File: src/hdl/frame_difference_scene_cut_detector_top_assert.svh
// Assertion macros used by the detector RTL.
// Both sample on the rising edge of clk and stay quiet while rst_n is low.
`ifndef FRAME_DIFFERENCE_SCENE_CUT_DETECTOR_TOP_ASSERT_SVH
`define FRAME_DIFFERENCE_SCENE_CUT_DETECTOR_TOP_ASSERT_SVH

// Same-cycle implication: when ante holds, cons holds.
`define FDSC_ASSERT_IMP(lbl, ante, cons, msg) \
  lbl: assert property (@(posedge clk) disable iff (!rst_n) (ante) |-> (cons)) \
    else $error(msg);

// Next-cycle implication: when ante holds, cons holds in the next cycle.
`define FDSC_ASSERT_NXT(lbl, ante, cons, msg) \
  lbl: assert property (@(posedge clk) disable iff (!rst_n) (ante) |=> (cons)) \
    else $error(msg);

`endif

File: src/hdl/fdsc_pkg.sv
package fdsc_pkg;

  localparam int PIX_W   = 8;
  localparam int SCORE_W = 16;
  localparam int CFG_AW  = 4;
  localparam int CFG_DW  = 32;

  // Register indexes (byte address / 4)
  localparam logic [1:0] REG_QUIET = 2'd0;
  localparam logic [1:0] REG_JUMP  = 2'd1;
  localparam logic [1:0] REG_HARD  = 2'd2;

  localparam logic [SCORE_W-1:0] QUIET_RST = 16'd1280;
  localparam logic [SCORE_W-1:0] JUMP_RST  = 16'd7680;
  localparam logic [SCORE_W-1:0] HARD_RST  = 16'd12800;

  // Decision constants, scaled so the tests stay integer
  localparam int K_THR_MX = 18;   // 10 * 1.8
  localparam int K_THR_MN = 8;    // 10 * 0.8
  localparam int K_S10    = 10;
  localparam int K_P14    = 14;   // 10 * 1.4
  localparam int K_S100   = 100;
  localparam int K_FAR_MX = 414;  // 23 * 18
  localparam int K_FAR_MN = 184;  // 23 * 8

  typedef struct packed {
    logic [PIX_W-1:0] old_pixel;
    logic [PIX_W-1:0] new_pixel;
    logic             last_pixel;
  } in_item_t;

  typedef struct packed {
    logic               scene_cut;
    logic [SCORE_W-1:0] frame_score;
  } out_item_t;

  typedef struct packed {
    logic full;
    logic empty;
  } fifo_stat_t;

  typedef struct packed {
    logic [SCORE_W-1:0] quiet_floor;
    logic [SCORE_W-1:0] jump_floor;
    logic [SCORE_W-1:0] hard_floor;
  } cfg_t;

endpackage

File: src/hdl/frame_difference_scene_cut_detector_top.sv
// Frame-difference scene cut detector.
// Input channel (in_valid / in_stall / in_data): one co-located pixel pair
// per transaction, old and new byte plus last_pixel marking the frame's end.
// Pixels are taken at one per cycle; in_stall rises only while two finished
// frames wait in the frame queue for the decision engine.
// Result channel (out_valid / out_stall / out_data): one transaction per
// frame, with the 8.8 mean absolute difference and the scene_cut flag.
// out_valid is set after the last pixel's transaction writes the queue and
// the back end pops and loads the frame, runs the bit-per-cycle score divider
// over the 16 score bits, forms the ratio products and decides; it takes a
// new frame only after that decision. A stalled result is held in the output
// register; the decision engine then waits, the queue fills, and only then
// is the pixel input stalled. Reset clears the sums, the score window, the
// fill count and the queue and loads the floors with 5.0, 30.0 and 50.0.
// The user writes floors over the APB-style port (byte addresses 0, 4, 8)
// only while no frame is in flight; the block does not enforce it.
module frame_difference_scene_cut_detector_top import fdsc_pkg::*; #(
  parameter int WINDOW     = 5,
  parameter int MAX_PIXELS = 4194304
) (
  input  logic              clk,
  input  logic              rst_n,
  input  logic              in_valid,
  output logic              in_stall,
  input  in_item_t          in_data,
  output logic              out_valid,
  input  logic              out_stall,
  output out_item_t         out_data,
  input  logic              cfg_psel,
  input  logic              cfg_penable,
  input  logic              cfg_pwrite,
  input  logic [CFG_AW-1:0] cfg_paddr,
  input  logic [CFG_DW-1:0] cfg_pwdata,
  output logic [CFG_DW-1:0] cfg_prdata,
  output logic              cfg_pready
);

  localparam int CW = $clog2(MAX_PIXELS + 1);
  localparam int SW = CW + PIX_W;

  cfg_t             cfg_r;
  logic [1:0]       reg_idx;
  logic             cfg_wr;
  fifo_stat_t       q_stat;
  logic             push, pop;
  logic [SW-1:0]    push_sum;
  logic [CW-1:0]    push_count;
  logic [SW+CW-1:0] q_rdata;

  // Configuration registers
  assign cfg_pready = 1'b1;
  assign reg_idx    = cfg_paddr[3:2];
  assign cfg_wr     = cfg_psel & cfg_penable & cfg_pwrite & cfg_pready;

  always_ff @(posedge clk) begin
    if (!rst_n) begin
      cfg_r.quiet_floor <= QUIET_RST;
      cfg_r.jump_floor  <= JUMP_RST;
      cfg_r.hard_floor  <= HARD_RST;
    end else if (cfg_wr) begin
      unique case (reg_idx)
        REG_QUIET: cfg_r.quiet_floor <= cfg_pwdata[SCORE_W-1:0];
        REG_JUMP:  cfg_r.jump_floor  <= cfg_pwdata[SCORE_W-1:0];
        REG_HARD:  cfg_r.hard_floor  <= cfg_pwdata[SCORE_W-1:0];
        default:   ;
      endcase
    end
  end

  always_comb begin
    unique case (reg_idx)
      REG_QUIET: cfg_prdata = CFG_DW'(cfg_r.quiet_floor);
      REG_JUMP:  cfg_prdata = CFG_DW'(cfg_r.jump_floor);
      REG_HARD:  cfg_prdata = CFG_DW'(cfg_r.hard_floor);
      default:   cfg_prdata = '0;
    endcase
  end

  // Pixel accumulator
  fdsc_front #(
    .MAX_PIXELS (MAX_PIXELS)
  ) u_front (
    .clk        (clk),
    .rst_n      (rst_n),
    .in_valid   (in_valid),
    .in_stall   (in_stall),
    .in_data    (in_data),
    .q_stat     (q_stat),
    .push       (push),
    .push_sum   (push_sum),
    .push_count (push_count)
  );

  // Frame totals queue
  fdsc_fifo #(
    .DW (SW + CW)
  ) u_fifo (
    .clk   (clk),
    .rst_n (rst_n),
    .push  (push),
    .wdata ({push_sum, push_count}),
    .pop   (pop),
    .rdata (q_rdata),
    .stat  (q_stat)
  );

  // Score and decision engine
  fdsc_back #(
    .WINDOW     (WINDOW),
    .MAX_PIXELS (MAX_PIXELS)
  ) u_back (
    .clk       (clk),
    .rst_n     (rst_n),
    .q_stat    (q_stat),
    .q_rdata   (q_rdata),
    .pop       (pop),
    .cfg       (cfg_r),
    .out_valid (out_valid),
    .out_stall (out_stall),
    .out_data  (out_data)
  );

endmodule

File: src/hdl/fdsc_front.sv
module fdsc_front import fdsc_pkg::*; #(
  parameter int MAX_PIXELS = 4194304,
  localparam int CW = $clog2(MAX_PIXELS + 1),
  localparam int SW = CW + PIX_W
) (
  input  logic          clk,
  input  logic          rst_n,
  input  logic          in_valid,
  output logic          in_stall,
  input  in_item_t      in_data,
  input  fifo_stat_t    q_stat,
  output logic          push,
  output logic [SW-1:0] push_sum,
  output logic [CW-1:0] push_count
);

  localparam logic [CW-1:0] MAX_CNT = CW'(MAX_PIXELS);

  logic [SW-1:0]    sum_r, sum_nxt, sum_cur;
  logic [CW-1:0]    count_r, count_nxt, count_cur;
  logic [PIX_W-1:0] diff;
  logic             take;

  // Hold the input while the frame queue is full
  assign in_stall = q_stat.full;
  assign take     = in_valid & ~q_stat.full;

  // Accumulate |old - new|, saturating the pixel count
  always_comb begin
    diff = (in_data.old_pixel > in_data.new_pixel) ?
           (in_data.old_pixel - in_data.new_pixel) :
           (in_data.new_pixel - in_data.old_pixel);
    if (count_r != MAX_CNT) begin
      sum_cur   = sum_r + SW'(diff);
      count_cur = count_r + 1'b1;
    end else begin
      sum_cur   = sum_r;
      count_cur = count_r;
    end
    sum_nxt   = sum_r;
    count_nxt = count_r;
    if (take) begin
      if (in_data.last_pixel) begin
        sum_nxt   = '0;
        count_nxt = '0;
      end else begin
        sum_nxt   = sum_cur;
        count_nxt = count_cur;
      end
    end
  end

  // Queue the frame totals on the last pixel
  assign push       = take & in_data.last_pixel;
  assign push_sum   = sum_cur;
  assign push_count = count_cur;

  always_ff @(posedge clk) begin
    if (!rst_n) begin
      sum_r   <= '0;
      count_r <= '0;
    end else begin
      sum_r   <= sum_nxt;
      count_r <= count_nxt;
    end
  end

endmodule

File: src/hdl/fdsc_fifo.sv
module fdsc_fifo import fdsc_pkg::*; #(
  parameter int DW = 56
) (
  input  logic          clk,
  input  logic          rst_n,
  input  logic          push,
  input  logic [DW-1:0] wdata,
  input  logic          pop,
  output logic [DW-1:0] rdata,
  output fifo_stat_t    stat
);

  logic [DW-1:0] mem_r [2];
  logic          wptr_r, rptr_r;
  logic [1:0]    cnt_r;

  assign stat.full  = (cnt_r == 2'd2);
  assign stat.empty = (cnt_r == 2'd0);
  assign rdata      = mem_r[rptr_r];

  // Store frame totals
  always_ff @(posedge clk) begin
    if (push) begin
      mem_r[wptr_r] <= wdata;
    end
  end

  // Advance pointers and occupancy
  always_ff @(posedge clk) begin
    if (!rst_n) begin
      wptr_r <= 1'b0;
      rptr_r <= 1'b0;
      cnt_r  <= 2'd0;
    end else begin
      if (push) begin
        wptr_r <= ~wptr_r;
      end
      if (pop) begin
        rptr_r <= ~rptr_r;
      end
      cnt_r <= cnt_r + {1'b0, push} - {1'b0, pop};
    end
  end

endmodule

File: src/hdl/fdsc_back.sv
`include "frame_difference_scene_cut_detector_top_assert.svh"

module fdsc_back import fdsc_pkg::*; #(
  parameter int WINDOW     = 5,
  parameter int MAX_PIXELS = 4194304,
  localparam int CW = $clog2(MAX_PIXELS + 1),
  localparam int SW = CW + PIX_W
) (
  input  logic             clk,
  input  logic             rst_n,
  input  fifo_stat_t       q_stat,
  input  logic [SW+CW-1:0] q_rdata,
  output logic             pop,
  input  cfg_t             cfg,
  output logic             out_valid,
  input  logic             out_stall,
  output out_item_t        out_data
);

  localparam int IDX_W = $clog2(WINDOW);
  localparam int FW    = $clog2(WINDOW + 1);
  localparam logic [IDX_W-1:0] IDX_FIRST = IDX_W'(2);
  localparam logic [IDX_W-1:0] IDX_LAST  = IDX_W'(WINDOW - 1);
  localparam logic [FW-1:0]    FILL_MAX  = FW'(WINDOW);
  localparam logic [FW-1:0]    FILL_PRE  = FW'(WINDOW - 1);

  localparam logic [2:0] ST_IDLE = 3'd0;
  localparam logic [2:0] ST_DIV  = 3'd1;
  localparam logic [2:0] ST_MUL  = 3'd2;
  localparam logic [2:0] ST_DEC  = 3'd3;

  logic [2:0]         state_r;
  logic [SCORE_W-1:0] win_r [WINDOW];
  logic [FW-1:0]      fill_r;

  // Divider
  logic [CW:0]        rem_r, rem_sh, rem_dif;
  logic [CW-1:0]      cnt_r;
  logic [SCORE_W-1:0] lo_r, q_r;
  logic [3:0]         step_r;
  logic               ge;

  // Window scan
  logic [SCORE_W-1:0] mx_r, mn_r, scan_val;
  logic [IDX_W-1:0]   idx_r;
  logic               scan_on_r;

  // Products
  logic signed [22:0] t10_r;
  logic signed [26:0] t23_r;
  logic [22:0]        s100_r;
  logic [19:0]        s10_r, p14_r;

  // Decision
  logic signed [22:0] s10_sx;
  logic signed [26:0] s100_sx;
  logic [SCORE_W-1:0] prev;
  logic               fill_ok, quiet, below, jump_hit, far_hit, hard_hit, cut;
  logic               slot_free, emit;
  logic [SW-1:0]      q_sum;
  logic [CW-1:0]      q_count;

  logic               out_valid_r;
  out_item_t          out_data_r;

  assign q_sum   = q_rdata[SW+CW-1:CW];
  assign q_count = q_rdata[CW-1:0];
  assign pop     = (state_r == ST_IDLE) & ~q_stat.empty;

  // One restoring division step per cycle
  always_comb begin
    rem_sh  = {rem_r[CW-1:0], lo_r[SCORE_W-1]};
    ge      = (rem_sh >= {1'b0, cnt_r});
    rem_dif = rem_sh - {1'b0, cnt_r};
  end

  assign scan_val = win_r[idx_r];
  assign prev     = win_r[WINDOW-1];

  // Evaluate the cut ladder on registered products
  always_comb begin
    s10_sx   = signed'({3'b000, s10_r});
    s100_sx  = signed'({4'b0000, s100_r});
    fill_ok  = (fill_r >= FILL_PRE);
    quiet    = (q_r < cfg.quiet_floor);
    below    = (t10_r < 23'sd0) || ((t10_r > 23'sd0) && (s10_sx < t10_r));
    jump_hit = (q_r > cfg.jump_floor) &&
               ((prev == '0) ? (q_r != '0) : (s10_r > p14_r));
    far_hit  = (t10_r == 23'sd0) ? (q_r != '0) : (s100_sx > t23_r);
    hard_hit = (q_r > cfg.hard_floor);
    cut      = fill_ok & ~quiet & ~below & (jump_hit | far_hit | hard_hit);
  end

  assign slot_free = ~out_valid_r | ~out_stall;
  assign emit      = (state_r == ST_DEC) & slot_free;

  // Sequence one frame: divide and scan, multiply, decide
  always_ff @(posedge clk) begin
    if (!rst_n) begin
      state_r   <= ST_IDLE;
      scan_on_r <= 1'b0;
    end else begin
      unique case (state_r)
        ST_IDLE: begin
          if (pop) begin
            state_r   <= ST_DIV;
            scan_on_r <= 1'b1;
          end
        end
        ST_DIV: begin
          if (scan_on_r && (idx_r == IDX_LAST)) begin
            scan_on_r <= 1'b0;
          end
          if (step_r == 4'd15) begin
            state_r <= ST_MUL;
          end
        end
        ST_MUL: begin
          state_r <= ST_DEC;
        end
        ST_DEC: begin
          if (slot_free) begin
            state_r <= ST_IDLE;
          end
        end
        default: begin
          state_r <= ST_IDLE;
        end
      endcase
    end
  end

  // Datapath registers for divider, scan and products
  always_ff @(posedge clk) begin
    if (pop) begin
      rem_r  <= {1'b0, q_sum[SW-1:PIX_W]};
      lo_r   <= {q_sum[PIX_W-1:0], {(SCORE_W-PIX_W){1'b0}}};
      cnt_r  <= q_count;
      q_r    <= '0;
      step_r <= '0;
      mx_r   <= win_r[1];
      mn_r   <= win_r[1];
      idx_r  <= IDX_FIRST;
    end
    if (state_r == ST_DIV) begin
      rem_r  <= ge ? rem_dif : rem_sh;
      lo_r   <= {lo_r[SCORE_W-2:0], 1'b0};
      q_r    <= {q_r[SCORE_W-2:0], ge};
      step_r <= step_r + 4'd1;
      if (scan_on_r) begin
        if (scan_val > mx_r) begin
          mx_r <= scan_val;
        end
        if (scan_val < mn_r) begin
          mn_r <= scan_val;
        end
        if (idx_r != IDX_LAST) begin
          idx_r <= idx_r + 1'b1;
        end
      end
    end
    if (state_r == ST_MUL) begin
      t10_r  <= 23'(signed'({7'd0, mx_r}) * K_THR_MX) -
                23'(signed'({7'd0, mn_r}) * K_THR_MN);
      t23_r  <= 27'(signed'({11'd0, mx_r}) * K_FAR_MX) -
                27'(signed'({11'd0, mn_r}) * K_FAR_MN);
      s100_r <= 23'(q_r * K_S100);
      s10_r  <= 20'(q_r * K_S10);
      p14_r  <= 20'(prev * K_P14);
    end
  end

  // Shift the score into the window, or clear it on a cut
  always_ff @(posedge clk) begin
    if (!rst_n) begin
      for (int i = 0; i < WINDOW; i++) begin
        win_r[i] <= '0;
      end
      fill_r <= '0;
    end else if (emit) begin
      if (cut) begin
        for (int i = 0; i < WINDOW; i++) begin
          win_r[i] <= '0;
        end
        fill_r <= '0;
      end else begin
        for (int i = 0; i < WINDOW - 1; i++) begin
          win_r[i] <= win_r[i+1];
        end
        win_r[WINDOW-1] <= q_r;
        if (fill_r != FILL_MAX) begin
          fill_r <= fill_r + 1'b1;
        end
      end
    end
  end

  // Output register
  always_ff @(posedge clk) begin
    if (!rst_n) begin
      out_valid_r <= 1'b0;
    end else if (emit) begin
      out_valid_r <= 1'b1;
    end else if (!out_stall) begin
      out_valid_r <= 1'b0;
    end
  end

  always_ff @(posedge clk) begin
    if (emit) begin
      out_data_r.scene_cut   <= cut;
      out_data_r.frame_score <= q_r;
    end
  end

  assign out_valid = out_valid_r;
  assign out_data  = out_data_r;

  `FDSC_ASSERT_IMP(a_rem_below_div, state_r == ST_DIV, rem_r < {1'b0, cnt_r}, "divider remainder out of range")
  `FDSC_ASSERT_IMP(a_score_range, state_r == ST_MUL, q_r <= 16'd65280, "frame score above 8.8 maximum")
  `FDSC_ASSERT_IMP(a_emit_from_dec, $rose(out_valid_r), $past(state_r) == ST_DEC, "result raised outside decision")
  `FDSC_ASSERT_NXT(a_cut_clears, emit && cut, (fill_r == '0) && (win_r[WINDOW-1] == '0), "window not cleared after cut")

endmodule

File: config.mk
export PLATFORM = sky130hd
export DESIGN_NAME = frame_difference_scene_cut_detector_top
export DESIGN_NICKNAME = d
export VERILOG_FILES = /design/src/hdl/fdsc_pkg.sv /design/src/hdl/frame_difference_scene_cut_detector_top.sv /design/src/hdl/fdsc_front.sv /design/src/hdl/fdsc_fifo.sv /design/src/hdl/fdsc_back.sv
export VERILOG_INCLUDE_DIRS = /design/src /design/src/hdl
export SDC_FILE = /design/constraint.sdc
export NUM_CORES = 2
export LEC_CHECK = 0
export ABC_CLOCK_PERIOD_IN_PS = 12600
export BUFFER_PORTS_ARGS = -buffer_cell sky130_fd_sc_hd__buf_2
export CAP_MARGIN = 20
export CORE_MARGIN = 2
export CORE_UTILIZATION = 45
export CTS_CLUSTER_DIAMETER = 200
export DETAILED_ROUTE_END_ITERATION = 8
export PLACE_DENSITY = 0.59
export SLEW_MARGIN = 20
export SYNTH_ARGS = -nofsm -noshare
export SYNTH_HDL_FRONTEND = slang
export SYNTH_SLANG_ARGS = --single-unit
File: constraint.sdc
create_clock -name clk -period 12.6 [get_ports clk]
set_input_delay 1.26 -clock clk [delete_from_list [all_inputs] [get_ports clk]]
set_output_delay 1.26 -clock clk [all_outputs]
set_load 0.01 [all_outputs]
==> summary.md <==
| Metric | Value |
|---|---|
| Outcome | finished, final reports clean |
| CP max stage delay | 0.58 ns |
| Core Rows | 105 |
| GRT overflow | 0 |
| Die X | 292 µm |
| GRT Total Usage | 20.6% |
| Ranking of synthesized cells by area | edfxtp_1 31%, ha_1 16%, dfxtp_1 8.0%, fa_1 5.7%, inv_1 4.9% |
| Ys flop type | edfxtp_1 |
| Leading area contributor after synthesis | edfxtp_1 |
| Max-cap viol count | 0 |
| DP Worst Slack | 6.18 ns |
| Crit. End Element | flop |
| Synth Instances | 3655 |
| EDFF count, synth | 383 |
| Pin count of the biggest net entering global routing | 85 |
| Core box area | 82100 µm² |
| Worst reg-to-reg path cell count | 25 |
| Period utilization | 50.5% |
| Mapped Avg Cell Area | 10.2 µm² |
| Die height | 292 µm |
| Share of the synthesized area in the top cell type | 30.8% |
| Min-delay src | cfg_r[19] |
| Rel. slew slack | 34.2% |
| Worst clock skew | 0.0727 ns |
| Initial antenna violation count | 3 |
| CTS tree | yes |
| HP Class | flop to flop |
| Root Driver | clkbuf_16 |
| Final WL | 87.7 mm |
| Yosys reg bits | 532 |
| PnR worst setup slack | 6.24 ns |
| Startpoint types | flop |
| Starting Density | 45.5% |
| Total Nets Final | 4365 |
| Worst-Skew Late Latency | 0.66 ns |
| DR pass1 iterations | 5 |
| Share of flip-flops with an asynchronous set or reset | 0% |
| Hold Path Sink | cfg_r[19] |
| Setup violators final | 0 |
| Crit path from | u_back.mx_r[0] |
| Final Hold Fails | 0 |
| Max clock buf depth | 3 |
| Sequential-to-total area share from yosys stat | 38.8% |
| RD Place Congestion | 0.840 |
| Critical path type | flop to flop |
| Vias | 25908 |
| Synthesized area | 37400 µm² |
| Yosys warns | 0 |
| Worst r2r dst | u_back.t23_r[23] |
| Flop2flop setup slack | 6.24 ns |
| Critical-path top delay cell | dfxtp_1 |
| WHS Path Cells | 2 |
| Yosys cell types | 87 |
| Measured slew at the worst slew-check pin | 0.987 ns |
| Number of global-route vias before repair | 25641 |
| Global-route wire length before repair | 139 mm |
| Hold buffers post-CTS | 0 |
| Layout cells sized above 1 | 8.33% |
| CP max FO | 7 |
| Post-CTS Repair Setup Buffers | 0 |
| Setup TNS | 0 ns |
| RR Startpoint | u_back.mx_r[0] |
| Max Slew Vio Count | 0 |
| Post-CTS resize count | 0 |
| Routed Antenna Nets | 0 |
| H-tree depth | 2 |
| Clock transition at the registers of the reported paths | 0.06 ns |
| Minimum clock period | 6.36 ns |
| Vias/cell | 5.35 |
| Number of CTS-inserted buffers | 58 |
| Avg WL per Cell | 18.1 µm |
| DRC Markers | 0 |
| Syn-to-layout area delta | 9.42% |
| Post-DP HPWL | 65.5 mm |
| RSZ-0062 raised after global routing | false |
| DIE AREA | 85400 µm² |
| Buffers on Ports | 76 |
| WP data arrival | 6.71 ns |
| Fmax | 0.157 GHz |
| DR iter-0 viols | 1428 |
| Sinks on Clock Net | 532 |
| Required time worst endpoint | 12.95 ns |
| # IOs | 112 |
[logic make-up after synthesis]
| logic type | Yosys count | synth area share [%] |
|---|---|---|
| AOI/OAI and AO/OA | 745 | 12.5 |
| buffers and inverters | 608 | 6.34 |
| DFF | 532 | 38.8 |
| adders and majority gates | 585 | 21.7 |
| other | 2 | 0.0201 |
| and+or+nand+nor | 847 | 11.3 |
| muxes | 133 | 4.55 |
| xor gates and xnor gates | 203 | 4.76 |
[synthesized netlist by cell type (9+ instances only)]
master and count:
a211oi_1 38, a21o_1 106, a21oi_1 259, a22oi_1 32, a31oi_1 20, and2_1 89, and3_1 21, buf_4 17
clkbuf_1 85, dfxtp_1 149, edfxtp_1 383, fa_1 107, ha_1 478, inv_1 486, mux2_2 64, mux2_4 9
mux2i_1 43, nand2_1 224, nand2b_1 25, nand3_1 60, nand4_1 42, nor2_1 187, nor2b_1 54, nor3_1 31
nor4_1 46, o211ai_1 19, o21a_1 29, o21ai_0 141, o21bai_1 23, or2_2 10, or3_1 26, xnor2_1 135
xor2_1 68
[metal layers]
metal | vias to the layer above | part of all wire, % | wire length (µm) | track usage, %
met3 | 111 | 3.5 | 3100 | 2.02
met1 | 12456 | 46 | 40400 | 27.5
met5 | - | 0.015 | 13 | 0
met4 | 2 | 2.7 | 2330 | 5.98
li1 | 12966 | - | - | -
met2 | 373 | 48 | 41900 | 35.5
[worst max-delay path, delay by kind of cell, from the launching register on]
kind / cells / cell delay [ns]
simple gates: 2 / 0.62
flops: 1 / 0.58
fa+ha+maj: 6 / 2.16
compound gates: 11 / 2.31
xor+xnor: 2 / 0.17
buf+inv: 4 / 0.27
[flip-flops by register name (all words and copies together), names as in the netlist, 17 cells and up, named ones only]
signal / cells
u_fifo.mem_r: 108
u_back.rem_r: 23
u_back.s100_r: 21
u_front.sum_r: 31
u_back.out_data: 17
u_back.win_r: 80
u_back.t10_r: 21
cfg_r: 48
u_back.p14_r: 19
u_back.cnt_r: 23
u_front.count_r: 23
u_back.t23_r: 26
u_back.s10_r: 17
[cell type report]
| class | instances | area (µm²) |
|---|---|---|
| Antenna cell | 1 | 2.50 |
| Clock buffer | 80 | 1580 |
| Clock inverter | 28 | 359 |
| Fill cell | 7653 | 41200 |
| Inverter | 489 | 1840 |
| Multi-Input combinational cell | 2530 | 20700 |
| Sequential cell | 532 | 14500 |
| Tap cell | 1070 | 1340 |
| Timing Repair Buffer | 109 | 628 |
[cell usage in the layout, fill, tap and decap left out, drive strengths merged, types with 89 or more instances in the layout]
master	n
xnor2	135
o21ai	148
ha	478
a21o	106
dfxtp	149
a21oi	261
inv	490
edfxtp	383
fa	107
buf	109
nor2	187
and2	89
nand2	224
[worst max-delay path by stage]
stage	end	slack, ns
floorplan	u_back.t23_r[23]	7.10
global placement	u_back.t23_r[23]	6.24
detailed placement	u_back.t23_r[23]	6.18
CTS	u_back.t23_r[23]	6.16
global route	u_back.t23_r[23]	5.76
finish	u_back.t23_r[23]	6.24
[through the flow]
step	std cells	hold slack, ns	util, %	cell area, µm²
after floorplan	3670	0.449	-	37400
after global routing	4839	0.499	49.8	40900
final	4839	0.469	49.8	40900
after global placement	4730	0.459	47.4	38900
after CTS	4838	0.470	49.8	40900
after detailed placement	4730	0.462	47.4	38900
Power is not shown: default switching activity piles up to over one toggle a cycle in this logic, so the estimate is an artifact.
